[src/rtl/phit_pkg.sv]
// Shared types, constants and helpers for the polygon hit test block.
// Used by the controller, the datapath, the top level and the checker.
`timescale 1ns / 1ps
`default_nettype none

package phit_pkg;

  localparam int MAX_VERTICES = 64;
  localparam int IDX_W = (MAX_VERTICES > 1) ? $clog2(MAX_VERTICES) : 1;
  localparam int CNT_W = $clog2(MAX_VERTICES + 1);

  localparam int COORD_W   = 16;
  localparam int DIFF_W    = 17;
  localparam int MUL_W     = 34;
  localparam int PROD_W    = 68;
  localparam int ACC_W     = 70;
  localparam int SQ_W      = 35;
  localparam int RAD_W     = 12;
  localparam int R2_W      = 24;
  localparam int LO_W      = 18;
  localparam int AC_W      = 32;
  localparam int C2_W      = 64;
  localparam int OUT_IDX_W = 6;

  // Input commands.
  localparam logic [1:0] CMD_CLEAR  = 2'd0;
  localparam logic [1:0] CMD_APPEND = 2'd1;
  localparam logic [1:0] CMD_QUERY  = 2'd2;

  // Hit kinds.
  localparam logic [1:0] KIND_NONE     = 2'd0;
  localparam logic [1:0] KIND_VERTEX   = 2'd1;
  localparam logic [1:0] KIND_EDGE     = 2'd2;
  localparam logic [1:0] KIND_INTERIOR = 2'd3;

  // Configuration register indexes.
  localparam logic CFG_VR = 1'b0;
  localparam logic CFG_ER = 1'b1;

  // Datapath operations.
  localparam logic [4:0] OP_NOP   = 5'd0;
  localparam logic [4:0] OP_SQ_VR = 5'd1;
  localparam logic [4:0] OP_SQ_ER = 5'd2;
  localparam logic [4:0] OP_SHIFT = 5'd3;
  localparam logic [4:0] OP_VDIFF = 5'd4;
  localparam logic [4:0] OP_EDIFF = 5'd5;
  localparam logic [4:0] OP_M_WW  = 5'd6;
  localparam logic [4:0] OP_A_WW  = 5'd7;
  localparam logic [4:0] OP_M_DD  = 5'd8;
  localparam logic [4:0] OP_A_DD  = 5'd9;
  localparam logic [4:0] OP_M_QD  = 5'd10;
  localparam logic [4:0] OP_A_QD  = 5'd11;
  localparam logic [4:0] OP_M_QQ  = 5'd12;
  localparam logic [4:0] OP_A_QQ  = 5'd13;
  localparam logic [4:0] OP_M_CR  = 5'd14;
  localparam logic [4:0] OP_S_CR  = 5'd15;
  localparam logic [4:0] OP_M_RC  = 5'd16;
  localparam logic [4:0] OP_S_RC  = 5'd17;
  localparam logic [4:0] OP_M_AC  = 5'd18;
  localparam logic [4:0] OP_M_RL  = 5'd19;
  localparam logic [4:0] OP_A_RH  = 5'd20;

  // Accumulator save targets.
  localparam logic [3:0] SV_NONE  = 4'd0;
  localparam logic [3:0] SV_VR2   = 4'd1;
  localparam logic [3:0] SV_ER2   = 4'd2;
  localparam logic [3:0] SV_DEN   = 4'd3;
  localparam logic [3:0] SV_NUM   = 4'd4;
  localparam logic [3:0] SV_DQ    = 4'd5;
  localparam logic [3:0] SV_DB    = 4'd6;
  localparam logic [3:0] SV_CROSS = 4'd7;
  localparam logic [3:0] SV_C2    = 4'd8;

  typedef struct packed {
    logic [4:0]       op;
    logic [3:0]       save;
    logic             latch;
    logic             wr_en;
    logic [IDX_W-1:0] addr;
  } phit_cmd_t;

  typedef struct packed {
    logic vert_near;
    logic edge_short;
    logic edge_near_short;
    logic long_near;
    logic cross_toggle;
  } phit_stat_t;

  typedef struct packed {
    logic                 found;
    logic [1:0]           kind;
    logic [OUT_IDX_W-1:0] vidx;
    logic [OUT_IDX_W-1:0] es;
    logic [OUT_IDX_W-1:0] ee;
    logic                 ovf;
  } phit_res_t;

  function automatic logic [OUT_IDX_W-1:0] fit_idx(input logic [IDX_W-1:0] idx);
    logic [IDX_W+OUT_IDX_W-1:0] w;
    w = {{OUT_IDX_W{1'b0}}, idx};
    return w[OUT_IDX_W-1:0];
  endfunction

endpackage

`default_nettype wire

[src/rtl/phit_ctrl.sv]
// Controller of the polygon hit test: command decode, vertex count, the
// query sequencer and the result register. Uses phit_pkg.
`timescale 1ns / 1ps
`default_nettype none

module phit_ctrl import phit_pkg::*; (
  input  wire logic       clk,
  input  wire logic       rst_n,
  input  wire logic       in_tvalid,
  output logic            in_tready,
  input  wire logic [1:0] in_cmd,
  output logic            out_tvalid,
  input  wire logic       out_tready,
  output phit_res_t       res,
  output phit_cmd_t       cmd,
  input  wire phit_stat_t stat
);

  localparam logic [5:0] ST_IDLE = 6'd0;
  localparam logic [5:0] ST_R0   = 6'd1;
  localparam logic [5:0] ST_R1   = 6'd2;
  localparam logic [5:0] ST_R2   = 6'd3;
  localparam logic [5:0] ST_V_RD = 6'd4;
  localparam logic [5:0] ST_V_LD = 6'd5;
  localparam logic [5:0] ST_V_DF = 6'd6;
  localparam logic [5:0] ST_V_M1 = 6'd7;
  localparam logic [5:0] ST_V_M2 = 6'd8;
  localparam logic [5:0] ST_V_CK = 6'd9;
  localparam logic [5:0] ST_E_R0 = 6'd10;
  localparam logic [5:0] ST_E_L0 = 6'd11;
  localparam logic [5:0] ST_E_RD = 6'd12;
  localparam logic [5:0] ST_E_LD = 6'd13;
  localparam logic [5:0] ST_E_DF = 6'd14;
  localparam logic [5:0] ST_E1   = 6'd15;
  localparam logic [5:0] ST_E2   = 6'd16;
  localparam logic [5:0] ST_E3   = 6'd17;
  localparam logic [5:0] ST_E4   = 6'd18;
  localparam logic [5:0] ST_E5   = 6'd19;
  localparam logic [5:0] ST_E6   = 6'd20;
  localparam logic [5:0] ST_E7   = 6'd21;
  localparam logic [5:0] ST_E8   = 6'd22;
  localparam logic [5:0] ST_E9   = 6'd23;
  localparam logic [5:0] ST_E10  = 6'd24;
  localparam logic [5:0] ST_E11  = 6'd25;
  localparam logic [5:0] ST_E12  = 6'd26;
  localparam logic [5:0] ST_E_CK = 6'd27;
  localparam logic [5:0] ST_L1   = 6'd28;
  localparam logic [5:0] ST_L2   = 6'd29;
  localparam logic [5:0] ST_L3   = 6'd30;
  localparam logic [5:0] ST_L4   = 6'd31;
  localparam logic [5:0] ST_FIN  = 6'd32;

  logic [5:0]       state_r, state_nxt;
  logic [CNT_W-1:0] count_r, count_nxt;
  logic             ovf_r, ovf_nxt;
  logic [IDX_W-1:0] i_r, i_nxt, k_r, k_nxt, k_calc;
  logic             par_r, par_nxt;
  logic [1:0]       kind_r, kind_nxt;
  logic             out_valid_r, out_valid_nxt;
  phit_res_t        res_r, res_nxt;
  logic             accept, last, par_now;

  assign in_tready  = (state_r == ST_IDLE);
  assign accept     = in_tvalid && in_tready;
  assign last       = ((CNT_W'(i_r) + CNT_W'(1)) == count_r);
  assign k_calc     = last ? '0 : i_r + IDX_W'(1);
  assign out_tvalid = out_valid_r;
  assign res        = res_r;

  always_comb begin
    state_nxt     = state_r;
    count_nxt     = count_r;
    ovf_nxt       = ovf_r;
    i_nxt         = i_r;
    k_nxt         = k_r;
    par_nxt       = par_r;
    kind_nxt      = kind_r;
    res_nxt       = res_r;
    out_valid_nxt = out_tready ? 1'b0 : out_valid_r;
    par_now       = par_r;
    cmd           = '0;
    cmd.op        = OP_NOP;
    cmd.save      = SV_NONE;
    case (state_r)
      ST_IDLE: begin
        cmd.addr = count_r[IDX_W-1:0];
        if (accept) begin
          case (in_cmd)
            CMD_CLEAR: begin
              count_nxt = '0;
              ovf_nxt   = 1'b0;
            end
            CMD_APPEND: begin
              if (count_r < CNT_W'(MAX_VERTICES)) begin
                cmd.wr_en = 1'b1;
                count_nxt = count_r + CNT_W'(1);
              end else begin
                ovf_nxt = 1'b1;
              end
            end
            CMD_QUERY: begin
              cmd.latch = 1'b1;
              i_nxt     = '0;
              k_nxt     = '0;
              par_nxt   = 1'b0;
              kind_nxt  = KIND_NONE;
              state_nxt = (count_r == '0) ? ST_FIN : ST_R0;
            end
            default: ;
          endcase
        end
      end
      ST_R0: begin cmd.op = OP_SQ_VR; state_nxt = ST_R1; end
      ST_R1: begin cmd.op = OP_SQ_ER; cmd.save = SV_VR2; state_nxt = ST_R2; end
      ST_R2: begin cmd.save = SV_ER2; state_nxt = ST_V_RD; end
      ST_V_RD: begin cmd.addr = i_r; state_nxt = ST_V_LD; end
      ST_V_LD: begin cmd.op = OP_SHIFT; state_nxt = ST_V_DF; end
      ST_V_DF: begin cmd.op = OP_VDIFF; state_nxt = ST_V_M1; end
      ST_V_M1: begin cmd.op = OP_M_WW; state_nxt = ST_V_M2; end
      ST_V_M2: begin cmd.op = OP_A_WW; state_nxt = ST_V_CK; end
      ST_V_CK: begin
        if (stat.vert_near) begin
          kind_nxt  = KIND_VERTEX;
          state_nxt = ST_FIN;
        end else if (last) begin
          i_nxt     = '0;
          state_nxt = ST_E_R0;
        end else begin
          i_nxt     = i_r + IDX_W'(1);
          state_nxt = ST_V_RD;
        end
      end
      ST_E_R0: begin cmd.addr = '0; state_nxt = ST_E_L0; end
      ST_E_L0: begin cmd.op = OP_SHIFT; state_nxt = ST_E_RD; end
      ST_E_RD: begin cmd.addr = k_calc; k_nxt = k_calc; state_nxt = ST_E_LD; end
      ST_E_LD: begin cmd.op = OP_SHIFT; state_nxt = ST_E_DF; end
      ST_E_DF: begin cmd.op = OP_EDIFF; state_nxt = ST_E1; end
      ST_E1:  begin cmd.op = OP_M_DD; state_nxt = ST_E2; end
      ST_E2:  begin cmd.op = OP_A_DD; state_nxt = ST_E3; end
      ST_E3:  begin cmd.op = OP_M_QD; cmd.save = SV_DEN; state_nxt = ST_E4; end
      ST_E4:  begin cmd.op = OP_A_QD; state_nxt = ST_E5; end
      ST_E5:  begin cmd.op = OP_M_QQ; cmd.save = SV_NUM; state_nxt = ST_E6; end
      ST_E6:  begin cmd.op = OP_A_QQ; state_nxt = ST_E7; end
      ST_E7:  begin cmd.op = OP_M_WW; cmd.save = SV_DQ; state_nxt = ST_E8; end
      ST_E8:  begin cmd.op = OP_A_WW; state_nxt = ST_E9; end
      ST_E9:  begin cmd.op = OP_M_CR; cmd.save = SV_DB; state_nxt = ST_E10; end
      ST_E10: begin cmd.op = OP_S_CR; state_nxt = ST_E11; end
      ST_E11: begin cmd.op = OP_M_RC; cmd.save = SV_CROSS; state_nxt = ST_E12; end
      ST_E12: begin cmd.op = OP_S_RC; state_nxt = ST_E_CK; end
      ST_E_CK: begin
        par_now = par_r ^ stat.cross_toggle;
        par_nxt = par_now;
        if (!stat.edge_short) begin
          state_nxt = ST_L1;
        end else if (stat.edge_near_short) begin
          kind_nxt  = KIND_EDGE;
          state_nxt = ST_FIN;
        end else if (last) begin
          kind_nxt  = (count_r >= CNT_W'(3) && par_now) ? KIND_INTERIOR : KIND_NONE;
          state_nxt = ST_FIN;
        end else begin
          i_nxt     = i_r + IDX_W'(1);
          state_nxt = ST_E_RD;
        end
      end
      ST_L1: begin cmd.op = OP_M_AC; state_nxt = ST_L2; end
      ST_L2: begin cmd.op = OP_M_RL; cmd.save = SV_C2; state_nxt = ST_L3; end
      ST_L3: begin cmd.op = OP_A_RH; state_nxt = ST_L4; end
      ST_L4: begin
        if (stat.long_near) begin
          kind_nxt  = KIND_EDGE;
          state_nxt = ST_FIN;
        end else if (last) begin
          kind_nxt  = (count_r >= CNT_W'(3) && par_r) ? KIND_INTERIOR : KIND_NONE;
          state_nxt = ST_FIN;
        end else begin
          i_nxt     = i_r + IDX_W'(1);
          state_nxt = ST_E_RD;
        end
      end
      ST_FIN: begin
        if (!out_valid_r || out_tready) begin
          res_nxt.found = (kind_r != KIND_NONE);
          res_nxt.kind  = kind_r;
          res_nxt.vidx  = (kind_r == KIND_VERTEX) ? fit_idx(i_r) : '0;
          res_nxt.es    = (kind_r == KIND_EDGE) ? fit_idx(i_r) : '0;
          res_nxt.ee    = (kind_r == KIND_EDGE) ? fit_idx(k_r) : '0;
          res_nxt.ovf   = ovf_r;
          out_valid_nxt = 1'b1;
          state_nxt     = ST_IDLE;
        end
      end
      default: state_nxt = ST_IDLE;
    endcase
  end

  always_ff @(posedge clk) begin
    if (!rst_n) begin
      state_r     <= ST_IDLE;
      count_r     <= '0;
      ovf_r       <= 1'b0;
      out_valid_r <= 1'b0;
    end else begin
      state_r     <= state_nxt;
      count_r     <= count_nxt;
      ovf_r       <= ovf_nxt;
      out_valid_r <= out_valid_nxt;
    end
  end

  always_ff @(posedge clk) begin
    i_r    <= i_nxt;
    k_r    <= k_nxt;
    par_r  <= par_nxt;
    kind_r <= kind_nxt;
    res_r  <= res_nxt;
  end

endmodule

`default_nettype wire

[config.mk]
export PLATFORM = sky130hd
export DESIGN_NAME = phit_ctrl
export DESIGN_NICKNAME = d
export VERILOG_FILES = /design/src/rtl/phit_pkg.sv /design/src/rtl/phit_ctrl.sv
export SDC_FILE = /design/constraint.sdc
export NUM_CORES = 1
export LEC_CHECK = 0
export ABC_CLOCK_PERIOD_IN_PS = 7310
export BUFFER_PORTS_ARGS = -buffer_cell sky130_fd_sc_hd__buf_2
export CORE_ASPECT_RATIO = 1.4
export CORE_MARGIN = 1.5
export CORE_UTILIZATION = 60
export CTS_BUF_LIST = sky130_fd_sc_hd__clkbuf_2 sky130_fd_sc_hd__clkbuf_4 sky130_fd_sc_hd__clkbuf_8
export DETAILED_ROUTE_END_ITERATION = 10
export GPL_TIMING_DRIVEN = 0
export PLACE_DENSITY_LB_ADDON = 0.12
export SETUP_SLACK_MARGIN = 0.3
export SLEW_MARGIN = 20
export SYNTH_ARGS = -nofsm -noshare
export SYNTH_HDL_FRONTEND = slang
export SYNTH_SLANG_ARGS = --single-unit
export TNS_END_PERCENT = 100
[constraint.sdc]
create_clock -name clk -period 7.31 [get_ports clk]
set_input_delay 0.3655 -clock clk [delete_from_list [all_inputs] [get_ports clk]]
set_output_delay 0.3655 -clock clk [all_outputs]
set_load 0.005 [all_outputs]
==> results_dict.tcl <==
set metrics [dict create \
    rsz0062_at_grt "false" \
    antenna_found_initial 0 \
    multiInputGateArea_um2 1480 \
    r2r_setup_slack_ns 4.46 \
    drive_above_1_share_pct 19.8 \
    syn_nets 333 \
    criticalPathCategory "reg -> out" \
    grt_start_max_net_pins 16 \
    fillers 385 \
    tightestPinTransition_ns 1.03 \
    grtUsageMet3_pct 4.03 \
    ys_types 55 \
    postLayoutCoreUtil_pct 70.9 \
    cts_root_buffer "clkbuf_8" \
    first_pass_iters 5 \
    holdWs_ns 0.342 \
    endpoint "cmd[4]" \
    clk_pin_slew_ns 0.09 \
    fin_skew_ns 0.00270 \
    cts_setup_buffers 0 \
    ys.flop_type "edfxtp_1" \
    grt_pass1_vias 2348 \
    ys_warn_count 0 \
    detailed_place_hpwl_um 5090 \
    cp-end-kind "output pin" \
    io_buffers 51 \
    dieArea_um2 5440 \
    setup_viol 0 \
    synthCells 319 \
    vias_per_cell 5.92 \
    critPathRequiredTime_ns 6.94 \
    maxCapViolCount 0 \
    clk_latency_ns 0.30 \
    reg2reg_from "i_r[1]" \
    r2r_end "i_r[0]" \
    power_density_nw_per_um2 167 \
    grt_pass1_wl_um 10700 \
    use_met2_pct 47.1 \
    start_util_pct 62.0 \
    startpoint "i_r[1]" \
    p_leak_nw 1.29 \
    hold_viol 0 \
    rows 30 \
    overflow 0 \
    setup-tns-final_ns 0 \
    yosysSeqAreaShare_pct 47.0 \
    cts_sinks 52 \
    wl_um 6710 \
    ys_async_sr_fraction_pct 0 \
    cts_repair_resize_count 0 \
    ant_nets 0 \
    slew-limit-headroom_pct 31.1 \
    drc 0 \
    die_w_um 62.8 \
    synth-edff-count 37 \
    gr-usage-met1_pct 27.0 \
    cts_hold_buf 0 \
    htree_num_levels 2 \
    status "finished, final reports clean" \
    vias 2616 \
    cts-buffers-inserted 5 \
    worst_ep_arrival_time_ns 2.63 \
    gp_routability_congestion 0.979 \
    antennaDiodeCount 0 \
    mostFrequentLayoutCells "buf_2, edfxtp_1, nor2_1" \
    ir_drop_mv 0.0834 \
    clockBufferDepth 2 \
    fmax_ghz 0.333 \
    ios 52 \
    drv_slew 0 \
    core_area_um2 4840 \
    finalNetCount 392 \
    wl_per_cell_um 15.2 \
    path_max_fanout 10 \
    die_h_um 86.7 \
    final_common_cell "buf_2" \
    areaGrowthSynthToFinish_pct 14.5 \
    rr_worst_depth 6 \
    avgSynthCellArea_um2 9.41 \
    ff_latch_area_um2 1410 \
    cts_tree "built" \
    fin_crit_sh_pct 41.0 \
    drtIter0Drc 179 \
    critPathLaunchType "register" \
    min_path_type "in -> reg" \
    grtUsageTotal_pct 25.0 \
    finalCriticalPeriod_ns 3.00 \
    synth_seq_cells 52 \
    globalRoute.busiestLayer "met2" \
    synthesis.area_um2 3000 \
]
[metal layers]
| metal | routed length, µm | share of wire [%] |
|---|---|---|
| met1 | 2490 | 37 |
| met2 | 3600 | 54 |
| met5 | 0 | 0 |
| met3 | 412 | 6.1 |
| met4 | 199 | 3.0 |
[flip-flops by register name, indices dropped and copies added (netlist names)]
| signal | count |
|---|---|
| i_r | 6 |
| ovf_r | 1 |
| k_r | 6 |
| kind_r | 2 |
| count_r | 7 |
| out_tvalid | 1 |
| state_r | 6 |
| par_r | 1 |
| res | 22 |
[cell type report]
cell class	instances	area share (%)
multi-input cells	239	43.0
flip-flops and latches	52	41.1
repair buffers	52	7.87
plain buffers	19	2.40
well taps	64	2.33
clock buffers	5	2.00
inverters	9	0.984
clock inverters	2	0.364
[cells in the mapped netlist, types with 3 or more instances]
library cell	instances	share of area, %
a211o_1	3	0.88
edfxtp_1	37	37
ha_1	3	1.3
o22ai_1	4	0.83
buf_1	4	0.50
nor2b_1	11	2.3
a21boi_0	3	0.75
xnor2_1	13	3.8
inv_1	8	1.0
a21oi_1	23	3.8
xor2_1	4	1.2
nor3_1	12	2.0
a31oi_1	4	0.83
o21ai_0	11	1.8
nand2_1	19	2.4
or2_2	3	0.63
o31ai_1	6	1.5
nor3b_1	4	1.0
mux2_2	3	1.1
a22oi_1	8	2.0
buf_2	3	0.50
and2_1	19	4.0
nand2b_1	4	0.83
nand3_1	14	2.3
nor2_1	34	4.3
dfxtp_1	15	10
clkbuf_1	11	1.4
[critical path, cell delays in order (launching register included)]
cell and delay [ns]:
edfxtp_1 0.44, ha_1 0.29, xor3_1 0.27, nor3_2 0.23
o2111ai_1 0.28, nor2_1 0.30, buf_2 0.28, o31ai_1 0.10
buf_2 0.13
[logic make-up after synthesis]
| logic type | after synthesis | synth area share [%] |
|---|---|---|
| buf+inv | 28 | 3.88 |
| mux | 3 | 1.13 |
| fa+ha+maj | 3 | 1.25 |
| compound gates | 80 | 17.3 |
| simple gates | 135 | 23.6 |
| flops | 52 | 47.0 |
| xor+xnor | 18 | 5.75 |
[worst min path at each step]
stage                     slack (ns)  cells past startpoint       start    endpoint
after floorplan                 0.41                      0       ovf_r      res[0]
after global placement          0.42                      0       ovf_r      res[0]
after detailed placement        0.43                      0       ovf_r      res[0]
after CTS                       0.34                      3  out_tready  out_tvalid
after global routing            0.38                      3  out_tready  out_tvalid
final                           0.34                      3  out_tready  out_tvalid
[per-stage QoR]
stage / power [mW] / worst slack [ns] / std cells / cell area, µm²
2_1_floorplan: 0.395 / 5.01 / 319 / 3000
3_3_place_gp: 0.420 / 4.45 / 434 / 3340
3_5_place_dp: 0.424 / 4.54 / 435 / 3350
4_1_cts: 0.572 / 4.35 / 442 / 3430
5_1_grt: 0.595 / 4.15 / 442 / 3430
6_report: 0.573 / 4.31 / 442 / 3430
[report_power, final]
part	switching [mW]	leakage, nW	internal (mW)	total, mW
Sequential	0.00650	0.468	0.331	0.338
Combinational	0.0485	0.785	0.0314	0.0799
Clock	0.0908	0.0362	0.0647	0.155
Total	0.146	1.29	0.427	0.573
Power figures use the tool's default switching activity.
